**config.mk**
```make
export PLATFORM = sky130hd
export DESIGN_NAME = shared_pool_stack_queue_top
export DESIGN_NICKNAME = d
export VERILOG_FILES = /design/src/design/spsq_pkg.sv /design/src/design/spsq_next_ram.sv /design/src/design/spsq_rec_ram.sv /design/src/design/shared_pool_stack_queue_top.sv
export SDC_FILE = /design/constraint.sdc
export NUM_CORES = 2
export LEC_CHECK = 0
export BUFFER_PORTS_ARGS = -buffer_cell sky130_fd_sc_hd__buf_4
export CORE_MARGIN = 3
export CORE_UTILIZATION = 23
export CTS_CLUSTER_DIAMETER = 200
export DETAILED_ROUTE_END_ITERATION = 10
export MAX_ROUTING_LAYER = met4
export PLACE_DENSITY = 0.48
export SYNTH_ARGS = -nofsm -noshare
export SYNTH_HDL_FRONTEND = slang
export SYNTH_SLANG_ARGS = --single-unit
```
**constraint.sdc**
```tcl
create_clock -name clock -period 9.91 [get_ports clock]
set_clock_uncertainty 0.05 [all_clocks]
set_input_delay 0.4955 -clock clock [delete_from_list [all_inputs] [get_ports clock]]
set_output_delay 0.4955 -clock clock [all_outputs]
set_load 0.01 [all_outputs]
```
**src/design/spsq_pkg.sv**
```systemverilog
package spsq_pkg;

   typedef enum logic [1:0] {
      KIND_PUSH = 2'd0,
      KIND_POP  = 2'd1,
      KIND_ENQ  = 2'd2,
      KIND_DEQ  = 2'd3
   } kind_type;

   typedef enum logic [1:0] {
      ST_IDLE,
      ST_LINK,
      ST_HEAD
   } state_type;

   typedef struct packed {
      logic [13:0] year;
      logic [3:0]  month;
      logic [4:0]  day;
      logic [23:0] price;
      logic [15:0] qty;
      logic [15:0] id;
   } rec_type;

endpackage

```
**src/design/spsq_next_ram.sv**
```systemverilog
module spsq_next_ram #(
   parameter int POOL_SIZE = 16,
   parameter int IW = $clog2(POOL_SIZE)
) (
   input  logic          clock,
   input  logic          reset,
   input  logic          rd_en,
   input  logic [IW-1:0] rd_idx,
   output logic [IW:0]   rd_next,
   input  logic          wr_en,
   input  logic [IW-1:0] wr_idx,
   input  logic [IW:0]   wr_ptr,
   input  logic          claim_en,
   input  logic [IW-1:0] claim_idx
);

   logic [IW:0]   mem [POOL_SIZE];
   logic [IW:0]   q_ff;
   logic [IW-1:0] idx_ff;
   logic          fresh_ff;
   logic [IW:0]   hw_ff;
   logic [IW:0]   hw_in;

   // nodes at or above the fill count still hold their reset link
   always_comb begin
      hw_in = hw_ff;
      if (claim_en && ({1'b0, claim_idx} == hw_ff)) begin
         hw_in = hw_ff + 1'b1;
      end
   end

   always_ff @(posedge clock) begin
      if (reset) begin
         hw_ff <= '0;
      end else begin
         hw_ff <= hw_in;
      end
   end

   always_ff @(posedge clock) begin
      if (wr_en) begin
         mem[wr_idx] <= wr_ptr;
      end
      if (rd_en) begin
         q_ff     <= mem[rd_idx];
         idx_ff   <= rd_idx;
         fresh_ff <= ({1'b0, rd_idx} >= hw_ff);
      end
   end

   assign rd_next = fresh_ff ? ({1'b0, idx_ff} + 1'b1) : q_ff;

endmodule

```
**src/design/spsq_rec_ram.sv**
```systemverilog
module spsq_rec_ram #(
   parameter int POOL_SIZE = 16,
   parameter int IW = $clog2(POOL_SIZE)
) (
   input  logic             clock,
   input  logic             wr_en,
   input  logic [IW-1:0]    wr_idx,
   input  spsq_pkg::rec_type wr_data,
   input  logic             rd_en,
   input  logic [IW-1:0]    rd_idx,
   output spsq_pkg::rec_type rd_data
);
   import spsq_pkg::*;

   rec_type mem [POOL_SIZE];
   rec_type q_ff;

   always_ff @(posedge clock) begin
      if (wr_en) begin
         mem[wr_idx] <= wr_data;
      end
      if (rd_en) begin
         q_ff <= mem[rd_idx];
      end
   end

   assign rd_data = q_ff;

endmodule

```
**src/design/shared_pool_stack_queue_top.sv**
```systemverilog
// channel | direction | handshake          | payload
// req     | in        | req_valid/req_stall | kind, product record
// rsp     | out       | rsp_valid/rsp_stall | status flags, head record
//
// After the accepting edge, which starts the link read, a word passes through
// link update (pointer and link writes, record read), then head select, which raises rsp_valid.
// A new word is accepted only in idle or in head select, since the link memory read
// must return before the pointers and links can be written.
// Reset is synchronous and holds req_stall high; the link memory uses a fill count.
// A stalled result holds the block in head select until rsp_stall drops.
module shared_pool_stack_queue_top #(
   parameter int POOL_SIZE = 16
) (
   input  logic        clock,
   input  logic        reset,
   input  logic        req_valid,
   output logic        req_stall,
   input  logic [1:0]  req_kind,
   input  logic [15:0] req_prod_id,
   input  logic [15:0] req_quantity,
   input  logic [23:0] req_price_cents,
   input  logic [4:0]  req_exp_day,
   input  logic [3:0]  req_exp_month,
   input  logic [13:0] req_exp_year,
   output logic        rsp_valid,
   input  logic        rsp_stall,
   output logic        rsp_ok,
   output logic        rsp_stack_empty,
   output logic        rsp_queue_empty,
   output logic        rsp_pool_full,
   output logic        rsp_head_valid,
   output logic [15:0] rsp_head_id,
   output logic [15:0] rsp_head_qty,
   output logic [23:0] rsp_head_price,
   output logic [4:0]  rsp_head_day,
   output logic [3:0]  rsp_head_month,
   output logic [13:0] rsp_head_year
);
   import spsq_pkg::*;

   localparam int          IW  = $clog2(POOL_SIZE);
   localparam logic [IW:0] NIL = (IW + 1)'(POOL_SIZE);

   state_type   state_ff, state_in;
   kind_type    kind_ff, kind_in;
   rec_type     rec_ff, rec_in;
   logic [IW:0] free_head_ff, free_head_in;
   logic [IW:0] stack_top_ff, stack_top_in;
   logic [IW:0] queue_head_ff, queue_head_in;
   logic [IW:0] queue_tail_ff, queue_tail_in;
   logic        ok_ff, ok_in;
   logic        hlive_ff, hlive_in;
   logic        fwd_ff, fwd_in;
   logic        rsp_valid_ff, rsp_valid_in;
   logic        rsp_ok_ff, rsp_ok_in;
   logic        rsp_se_ff, rsp_se_in;
   logic        rsp_qe_ff, rsp_qe_in;
   logic        rsp_pf_ff, rsp_pf_in;
   logic        rsp_hv_ff, rsp_hv_in;
   rec_type     rsp_rec_ff, rsp_rec_in;

   logic          accept;
   logic          out_free;
   logic [IW:0]   rd_ptr;
   logic          lk_rd_en;
   logic [IW-1:0] lk_rd_idx;
   logic [IW:0]   lk_next;
   logic          lk_wr_en;
   logic [IW-1:0] lk_wr_idx;
   logic [IW:0]   lk_wr_ptr;
   logic          take;
   logic [IW:0]   head_ptr;
   logic          rec_rd_en;
   logic [IW-1:0] rec_rd_idx;
   rec_type       rec_q;

   assign out_free  = !rsp_valid_ff || !rsp_stall;
   assign req_stall = reset ||
                      !((state_ff == ST_IDLE) || ((state_ff == ST_HEAD) && out_free));
   assign accept    = req_valid && !req_stall;

   always_comb begin
      state_in      = state_ff;
      kind_in       = kind_ff;
      rec_in        = rec_ff;
      free_head_in  = free_head_ff;
      stack_top_in  = stack_top_ff;
      queue_head_in = queue_head_ff;
      queue_tail_in = queue_tail_ff;
      ok_in         = ok_ff;
      hlive_in      = hlive_ff;
      fwd_in        = fwd_ff;
      rsp_valid_in  = rsp_valid_ff && rsp_stall;
      rsp_ok_in     = rsp_ok_ff;
      rsp_se_in     = rsp_se_ff;
      rsp_qe_in     = rsp_qe_ff;
      rsp_pf_in     = rsp_pf_ff;
      rsp_hv_in     = rsp_hv_ff;
      rsp_rec_in    = rsp_rec_ff;
      rd_ptr        = free_head_ff;
      lk_rd_en      = 1'b0;
      lk_wr_en      = 1'b0;
      lk_wr_idx     = '0;
      lk_wr_ptr     = free_head_ff;
      take          = 1'b0;
      head_ptr      = NIL;
      rec_rd_en     = 1'b0;
      rec_rd_idx    = '0;

      case (state_ff)
         ST_IDLE: begin
            if (accept) begin
               state_in = ST_LINK;
            end
         end
         ST_LINK: begin
            ok_in = 1'b0;
            case (kind_ff)
               KIND_PUSH: begin
                  if (free_head_ff < NIL) begin
                     ok_in        = 1'b1;
                     take         = 1'b1;
                     free_head_in = lk_next;
                     lk_wr_en     = 1'b1;
                     lk_wr_idx    = free_head_ff[IW-1:0];
                     lk_wr_ptr    = stack_top_ff;
                     stack_top_in = free_head_ff;
                  end
               end
               KIND_POP: begin
                  if (stack_top_ff < NIL) begin
                     ok_in        = 1'b1;
                     stack_top_in = lk_next;
                     lk_wr_en     = 1'b1;
                     lk_wr_idx    = stack_top_ff[IW-1:0];
                     free_head_in = stack_top_ff;
                  end
               end
               KIND_ENQ: begin
                  if (free_head_ff < NIL) begin
                     ok_in        = 1'b1;
                     take         = 1'b1;
                     free_head_in = lk_next;
                     if (queue_tail_ff < NIL) begin
                        lk_wr_en  = 1'b1;
                        lk_wr_idx = queue_tail_ff[IW-1:0];
                     end else begin
                        queue_head_in = free_head_ff;
                     end
                     queue_tail_in = free_head_ff;
                  end
               end
               KIND_DEQ: begin
                  if (queue_head_ff < NIL) begin
                     ok_in = 1'b1;
                     if (queue_head_ff == queue_tail_ff) begin
                        queue_head_in = NIL;
                        queue_tail_in = NIL;
                     end else begin
                        queue_head_in = lk_next;
                     end
                     lk_wr_en     = 1'b1;
                     lk_wr_idx    = queue_head_ff[IW-1:0];
                     free_head_in = queue_head_ff;
                  end
               end
               default: begin
                  ok_in = 1'b0;
               end
            endcase
            head_ptr = ((kind_ff == KIND_PUSH) || (kind_ff == KIND_POP))
                       ? stack_top_in : queue_head_in;
            hlive_in  = head_ptr < NIL;
            fwd_in    = take && (head_ptr == free_head_ff);
            rec_rd_en = 1'b1;
            if (head_ptr < NIL) begin
               rec_rd_idx = head_ptr[IW-1:0];
            end
            state_in = ST_HEAD;
         end
         ST_HEAD: begin
            if (out_free) begin
               rsp_valid_in = 1'b1;
               rsp_ok_in    = ok_ff;
               rsp_se_in    = !(stack_top_ff < NIL);
               rsp_qe_in    = !(queue_head_ff < NIL);
               rsp_pf_in    = !(free_head_ff < NIL);
               rsp_hv_in    = hlive_ff;
               if (!hlive_ff) begin
                  rsp_rec_in = '0;
               end else if (fwd_ff) begin
                  rsp_rec_in = rec_ff;
               end else begin
                  rsp_rec_in = rec_q;
               end
               state_in = accept ? ST_LINK : ST_IDLE;
            end
         end
         default: begin
            state_in = ST_IDLE;
         end
      endcase

      if (accept) begin
         kind_in      = kind_type'(req_kind);
         rec_in.id    = req_prod_id;
         rec_in.qty   = req_quantity;
         rec_in.price = req_price_cents;
         rec_in.day   = req_exp_day;
         rec_in.month = req_exp_month;
         rec_in.year  = req_exp_year;
         lk_rd_en     = 1'b1;
         case (kind_type'(req_kind))
            KIND_PUSH: rd_ptr = free_head_ff;
            KIND_POP:  rd_ptr = stack_top_ff;
            KIND_ENQ:  rd_ptr = free_head_ff;
            KIND_DEQ:  rd_ptr = queue_head_ff;
            default:   rd_ptr = free_head_ff;
         endcase
      end
   end

   assign lk_rd_idx = (rd_ptr < NIL) ? rd_ptr[IW-1:0] : '0;

   always_ff @(posedge clock) begin
      if (reset) begin
         state_ff      <= ST_IDLE;
         free_head_ff  <= '0;
         stack_top_ff  <= NIL;
         queue_head_ff <= NIL;
         queue_tail_ff <= NIL;
         rsp_valid_ff  <= 1'b0;
      end else begin
         state_ff      <= state_in;
         free_head_ff  <= free_head_in;
         stack_top_ff  <= stack_top_in;
         queue_head_ff <= queue_head_in;
         queue_tail_ff <= queue_tail_in;
         rsp_valid_ff  <= rsp_valid_in;
      end
   end

   always_ff @(posedge clock) begin
      kind_ff    <= kind_in;
      rec_ff     <= rec_in;
      ok_ff      <= ok_in;
      hlive_ff   <= hlive_in;
      fwd_ff     <= fwd_in;
      rsp_ok_ff  <= rsp_ok_in;
      rsp_se_ff  <= rsp_se_in;
      rsp_qe_ff  <= rsp_qe_in;
      rsp_pf_ff  <= rsp_pf_in;
      rsp_hv_ff  <= rsp_hv_in;
      rsp_rec_ff <= rsp_rec_in;
   end

   spsq_next_ram #(
      .POOL_SIZE (POOL_SIZE),
      .IW        (IW)
   ) u_next_ram (
      .clock     (clock),
      .reset     (reset),
      .rd_en     (lk_rd_en),
      .rd_idx    (lk_rd_idx),
      .rd_next   (lk_next),
      .wr_en     (lk_wr_en),
      .wr_idx    (lk_wr_idx),
      .wr_ptr    (lk_wr_ptr),
      .claim_en  (take),
      .claim_idx (free_head_ff[IW-1:0])
   );

   spsq_rec_ram #(
      .POOL_SIZE (POOL_SIZE),
      .IW        (IW)
   ) u_rec_ram (
      .clock   (clock),
      .wr_en   (take),
      .wr_idx  (free_head_ff[IW-1:0]),
      .wr_data (rec_ff),
      .rd_en   (rec_rd_en),
      .rd_idx  (rec_rd_idx),
      .rd_data (rec_q)
   );

   assign rsp_valid       = rsp_valid_ff;
   assign rsp_ok          = rsp_ok_ff;
   assign rsp_stack_empty = rsp_se_ff;
   assign rsp_queue_empty = rsp_qe_ff;
   assign rsp_pool_full   = rsp_pf_ff;
   assign rsp_head_valid  = rsp_hv_ff;
   assign rsp_head_id     = rsp_rec_ff.id;
   assign rsp_head_qty    = rsp_rec_ff.qty;
   assign rsp_head_price  = rsp_rec_ff.price;
   assign rsp_head_day    = rsp_rec_ff.day;
   assign rsp_head_month  = rsp_rec_ff.month;
   assign rsp_head_year   = rsp_rec_ff.year;

`ifndef SYNTHESIS
   a_queue_ends : assert property (@(posedge clock) disable iff (reset)
      (queue_head_ff == NIL) == (queue_tail_ff == NIL))
      else $error("queue head and tail disagree on empty");

   a_accept_link : assert property (@(posedge clock) disable iff (reset)
      accept |=> (state_ff == ST_LINK))
      else $error("accepted word did not enter link update");

   a_fail_full : assert property (@(posedge clock) disable iff (reset)
      ((state_ff == ST_HEAD) && !ok_ff && ((kind_ff == KIND_PUSH) || (kind_ff == KIND_ENQ)))
      |-> (free_head_ff == NIL))
      else $error("take failed with free nodes left");

   a_disjoint : assert property (@(posedge clock) disable iff (reset)
      ((stack_top_ff < NIL) && (queue_head_ff < NIL)) |-> (stack_top_ff != queue_head_ff))
      else $error("stack and queue share a head node");
`endif

endmodule

```
Yosys cells after proc, flatten, opt, wreduce, memory -nomap -nowiden
Memories as Yosys holds them, arrays and structs flattened. A register that Yosys moved wholly into a read port is not among the register bits.
Cells that the tools add are included.
{"block": "op_classes", "n_reduce_logical": 26, "add_sub_neg": 2, "div": 0, "shifts": 0, "mul": 0, "magnitude_cmp": 7, "muxes": 59, "n_eq_ne": 18, "bitwise": 0}
{"op": "2-to-1 mux 5 bit", "n": 20}
{"op": "2-to-1 mux 79 bit", "n": 1}
{"op": "2-to-1 mux 4 bit", "n": 9}
{"op": "< comparator 5 bit, second input constant", "n": 6}
{"op": "case mux 5 bit (2 select lines)", "n": 3}
{"op": "case mux 5 bit (3 select lines)", "n": 2}
{"op": "2-to-1 mux 1 bit", "n": 18}
{"op": "case mux 4 bit (4 select lines)", "n": 1}
{"op": "!= test 2 bit, second input constant", "n": 6}
{"op": "equality test 2 bit, second input constant", "n": 5}
{"op": "equality test 5 bit", "n": 2}
{"op": "zero test 1 bit", "n": 7}
{"op": "equality test 2 x 1 -> 1 bit, second input constant", "n": 3}
{"op": "zero test 2 bit", "n": 3}
{"op": "case mux 2 bit (3 select lines)", "n": 1}
{"op": "adder 4 x 1 -> 5 bit, second input constant", "n": 1}
{"op": "adder 5 x 1 -> 5 bit, second input constant", "n": 1}
{"op": "equality test 4 x 5 -> 1 bit", "n": 1}
{"op": "greater-or-equal comparator 4 x 5 -> 1 bit", "n": 1}
{"op": "logical AND 1 bit", "n": 5}
{"op": "AND reduction 5 bit", "n": 1}
{"op": "logical OR 1 bit", "n": 4}
{"op": "2-to-1 mux 2 bit", "n": 2}
{"op": "case mux 1 bit (4 select lines)", "n": 1}
{"op": "other kinds (6)", "n": 8}
{"block": "word_totals", "register_bits": 201, "latch_bits": 0, "in_bits": 85, "memories": 2, "out_inout_bits": 86, "ram_bits": 1344, "mem_bits_ro": 0}
{"memory": "u_rec_ram.mem", "depth": 16, "width": 79, "read_ports": 1, "rd_ports_with_merged_regs": 1, "write_ports": 1, "line": "spsq_rec_ram.sv:15", "rtl": "rec_type mem [POOL_SIZE];"}
{"memory": "u_next_ram.mem", "depth": 16, "width": 5, "read_ports": 1, "rd_ports_with_merged_regs": 1, "write_ports": 1, "line": "spsq_next_ram.sv:17", "rtl": "logic [IW:0] mem [POOL_SIZE];"}

Logic depth before layout (Yosys ltp)
{"block": "depth", "depth_word": 12, "mapped_depth": 14, "ltp_nobuf": 11}

Modules after synthesis
A second synthesis with hierarchy kept.
{"block": "hier_totals", "hier_cells": 2830, "area_unflattened_um2": 61798.0}
{"mod": "spsq_rec_ram", "n_inst": 1, "cells_each": 2028, "area_each_um2": 49673.9, "seq_area_each_um2": 40328.7}
{"mod": "shared_pool_stack_queue_top", "n_inst": 1, "cells_each": 587, "area_each_um2": 8182.8, "seq_area_each_um2": 5505.3}
{"mod": "spsq_next_ram", "n_inst": 1, "cells_each": 215, "area_each_um2": 3941.3, "seq_area_each_um2": 2802.7}

Worst setup path before layout
OpenSTA, ideal clock, no wires.
{"block": "synth_path", "path_kind": "flip-flop to flip-flop", "startpoint": "register state_ff[1]", "endpoint": "memory u_rec_ram.mem[1][0] (netlist name) (enable)", "arrival_ps": 7268, "n_path_buf": 0, "synth_period_minus_slack_ps": 7931, "slack_ps": 1979, "path_stages_with_launch": 7, "cell_sequence": "dfxtp_1 > nand2b_1 > inv_2 > nand2_1 > nor2_1 > nand2_1 > nor3_1"}
{"block": "synth_via", "elab_chain_len": 4}
{"element": "start: declaration", "line": "shared_pool_stack_queue_top.sv:44", "rtl": "state_type state_ff, state_in;"}
{"element": "start signal: assignment", "line": "shared_pool_stack_queue_top.sv:234", "rtl": "state_ff <= state_in;"}
{"element": "equality test 2 x 1 -> 1 bit", "line": "shared_pool_stack_queue_top.sv:110", "rtl": "case (state_ff)"}
{"element": "2-to-1 mux 1 bit", "line": "shared_pool_stack_queue_top.sv:110"}
{"element": "2-to-1 mux 1 bit", "line": "spsq_rec_ram.sv:19", "rtl": "if (wr_en) begin"}
{"element": "2-to-1 mux 1 bit (implied by the code)", "line": "spsq_rec_ram.sv:20", "rtl": "mem[wr_idx] <= wr_data;"}
{"element": "end: declaration", "line": "spsq_rec_ram.sv:15"}
Every way passes these cells.

Worst setup path after layout
{"block": "layout_path", "startpoint": "register kind_ff[0]", "endpoint": "register, netlist name u_rec_ram.rd_data[38]"}
{"block": "layout_via", "elab_chain_len": 7}
{"element": "start: declaration", "line": "shared_pool_stack_queue_top.sv:45", "rtl": "kind_type kind_ff, kind_in;"}
{"element": "start signal: assignment", "line": "shared_pool_stack_queue_top.sv:244", "rtl": "kind_ff <= kind_in;"}
{"element": "equality test 2 bit, or another cell as far along", "line": "shared_pool_stack_queue_top.sv:118", "rtl": "case (kind_ff)"}
{"element": "case mux 5 bit (2 select lines)", "line": "shared_pool_stack_queue_top.sv:118"}
{"element": "2-to-1 mux 5 bit", "line": "shared_pool_stack_queue_top.sv:110"}
{"element": "2-to-1 mux 5 bit *", "line": "shared_pool_stack_queue_top.sv:172", "rtl": "? stack_top_in : queue_head_in;"}
{"element": "< comparator 5 bit", "line": "shared_pool_stack_queue_top.sv:176", "rtl": "if (head_ptr < NIL) begin"}
{"element": "2-to-1 mux 4 bit *", "line": "shared_pool_stack_queue_top.sv:176"}
{"element": "2-to-1 mux 4 bit *", "line": "shared_pool_stack_queue_top.sv:110"}
Mark *: on every way between the ends. The rest lies on a longest branch, timed or not. The select of a mux whose other input is x is not followed.
A chain may end at the register's enable or synchronous reset.

==> flow_metrics.env <==
export IMPL_outcome="complete, no violations"
export IMPL_dpl_cell_area_um2=71300
export IMPL_fin_hold_ws_ps=315
export IMPL_grt_pass1_vias=40300
export IMPL_finalWorstPathRequiredPeriod_ps=6050
export IMPL_crit_required_ps=10380
export IMPL_clock_sinks=1629
export IMPL_antenna_found_initial=16
export IMPL_core_um2=284000
export IMPL_dieArea_um2=293000
export IMPL_final_area_um2=77900
export IMPL_cts_htree_levels=4
export IMPL_tightest_slew_ps=1260
export IMPL_yosys_top_cells_area="edfxtp_1 73%, mux2i_1 5.4%, a2111oi_0 3.1%"
export IMPL_port_buffers=170
export IMPL_grt_pass1_wl_um=293000
export IMPL_syn_avg_cell_area_um2=15.8
export IMPL_min_delay_path_class="in -> reg"
export IMPL_crit_chain="nor2_2 -> a22o_2 -> nor2_1 -> a22o_4 -> a21oi_4 -> buf_12 -> a21oi_1 -> a2111oi_0 -> nor2_1"
export IMPL_first_pass_iters=5
export IMPL_async_flop_share=0
export IMPL_switching_share=0.227
export IMPL_groute_usage_overall=0.140
export IMPL_cts_setup_buffers=0
export IMPL_totalPowerFinal_uw=14700
export IMPL_chipHeight_um=541
export IMPL_clk_pin_slew_ps=60
export IMPL_max_slew_margin=0.140
export IMPL_rsz0062_at_grt="false"
export IMPL_synth_edff_count=1601
export IMPL_slew_violations=0
export IMPL_fin_crit_sh=0.610
export IMPL_p_leak_uw=0.0251
export IMPL_pwr_share_seq=0.523
export IMPL_drt_iter0_drc=3599
export IMPL_areaGrowthSynthToFinish_pct=18.4
export IMPL_crit_top_cell="nor2_1"
export IMPL_path_max_fanout=143
export IMPL_netSwitchingPower_uw=3340
export IMPL_clk_latency_ps=850
export IMPL_hold_viol=0
export IMPL_power_density_nw_per_um2=189
export IMPL_critical_path_max_stage_delay_ps=900
export IMPL_vias=39100
export IMPL_synthFlopType="edfxtp_1"
export IMPL_cts_made_buffers=181
export IMPL_clockPowerShare=0.439
export IMPL_drc=0
export IMPL_nets=4454
export IMPL_tns_ps=0
export IMPL_synthesis_nets=4244
export IMPL_path_class="reg -> reg"
export IMPL_synth_commonest_cells="1601 x edfxtp_1, 356 x mux2i_1, 257 x a21oi_1, 243 x nand3_1, 242 x o21ai_0"
export IMPL_drv_cap=0
export IMPL_clockRootBuffer="clkbuf_16"
export IMPL_synth_top_cell_by_area="edfxtp_1"
export IMPL_setup_viol_count_final=0
export IMPL_syn_area_um2=65800
export IMPL_critPathCaptureType="flop"
export IMPL_post_route_util=0.275
export IMPL_grt_max_degree=160
export IMPL_drt_antenna_violating_nets=0
export IMPL_critical_path_top_delay_family="compound AO/OA/AOI/OAI gates"
export IMPL_fmax_mhz=165
export IMPL_cts_path_max_buffers=3
export IMPL_wl_um=206000
export IMPL_vdd_ir_drop_max_mv=0.185
export IMPL_start_util=0.232
export IMPL_pwr_share_comb=0.039
export IMPL_synthCells=4153
export IMPL_gp_congestion=0.762
export IMPL_detail_route_wl_per_cell_um=24.9
export IMPL_drive_above_1_share=0.144
export IMPL_ios=171
export IMPL_dp_hpwl_um=106000
export IMPL_worst_path_buf_inv=1
export IMPL_die_w_um=541
export IMPL_synth_seq_cells=1629
export IMPL_vias_per_cell=4.73
export IMPL_yosys_warnings=0
export IMPL_cts_tree="done"
export IMPL_synthDistinctLibCells=75
export IMPL_grt_ovfl_total=0
export IMPL_seq_area_frac_synth=0.739
export IMPL_synth_most_common_cell="edfxtp_1"
export IMPL_arrival_ps=6520
export IMPL_critPathSlowestCell="a2111oi_0"
export IMPL_rows=195
export IMPL_synth_top_cell_area_share=0.731
export IMPL_start_kind="flop"
export IMPL_p_int_uw=11400
## worst paths after layout
check / start / to / slack [ps] / cells after the start
worst min-delay path: req_prod_id[9] / rec_ff[9] / 310 / 2
worst max register to register: kind_ff[0] / u_rec_ram.rd_data[38] / 3860 / 9
worst min register to register: queue_tail_ff[3] / queue_tail_ff[3] / 450 / 2
worst max-delay path: kind_ff[0] / u_rec_ram.rd_data[38] / 3860 / 9
## power groups by stage
stage / clock (uW) / sequential [uW] / combinational (uW)
after floorplan: 0 / 7800 / 321
after global placement: 0 / 7840 / 547
after detailed placement: 0 / 7840 / 551
after CTS: 6640 / 7700 / 583
after global routing: 6910 / 7700 / 618
final: 6460 / 7700 / 572
## final cells by class
type | count | area [um2]
multi-input combinational | 2188 | 15900
tap | 3743 | 4680
clock buffer | 231 | 4720
clock inverter | 99 | 970
sequential | 1629 | 48600
inverter | 15 | 58.8
antenna | 15 | 37.5
fill | 28600 | 206000
timing repair buffer | 348 | 2900
## cells in the final DEF (no fill, tap or decap), drive strengths merged, types with 78 or more instances in the layout
master	instances
a21oi	258
o22ai	83
nand3	245
a211oi	85
a2111oi	236
dlygate4sd3	85
clkbuf	231
buf	263
nor2	153
a21boi	78
edfxtp	1601
mux2	174
mux2i	356
o21ai	244
nor2b	86
## logic make-up after synthesis
| family | after synthesis | synth area share |
|---|---|---|
| DFF | 1629 | 0.739 |
| AOI/OAI and AO/OA | 1044 | 0.105 |
| and+or+nand+nor | 585 | 0.0441 |
| muxes | 535 | 0.0857 |
| buffers and inverters | 336 | 0.0228 |
| xor gates and xnor gates | 18 | 0.00240 |
| adders and majority gates | 6 | 0.00114 |
## registers in the layout, summed over array words and instances, names as in the netlist, 14 cells and up
name,flops
u_rec_ram.rd_data,79
rsp_head_qty,16
rec_ff,79
u_rec_ram.mem,1264
rsp_head_price,24
rsp_head_year,14
u_next_ram.mem,80
rsp_head_id,16
## metal layers
layer	vias to the layer above	track usage	routed length (um)
met2	1348	0.218	95200
met4	0	0.0423	5670
li1	17100	-	-
met5	-	-	0
met1	20400	0.185	91800
met3	324	0.0270	12800
## per-stage QoR
step / worst slack, ps / instances
finish: 3860 / 8268
global route: 3650 / 8267
CTS: 3780 / 8253
detailed placement: 3820 / 7838
global placement: 3800 / 7838
floorplan: 1980 / 4153
## what timing repair did
| action | in CTS | in global routing |
|---|---|---|
| endpoints found under the hold margin | 102 | 0 |
| resized for setup | 0 | 0 |
| hold buffers | 85 | 0 |
No activity file was read; power rests on OpenSTA's default activity.
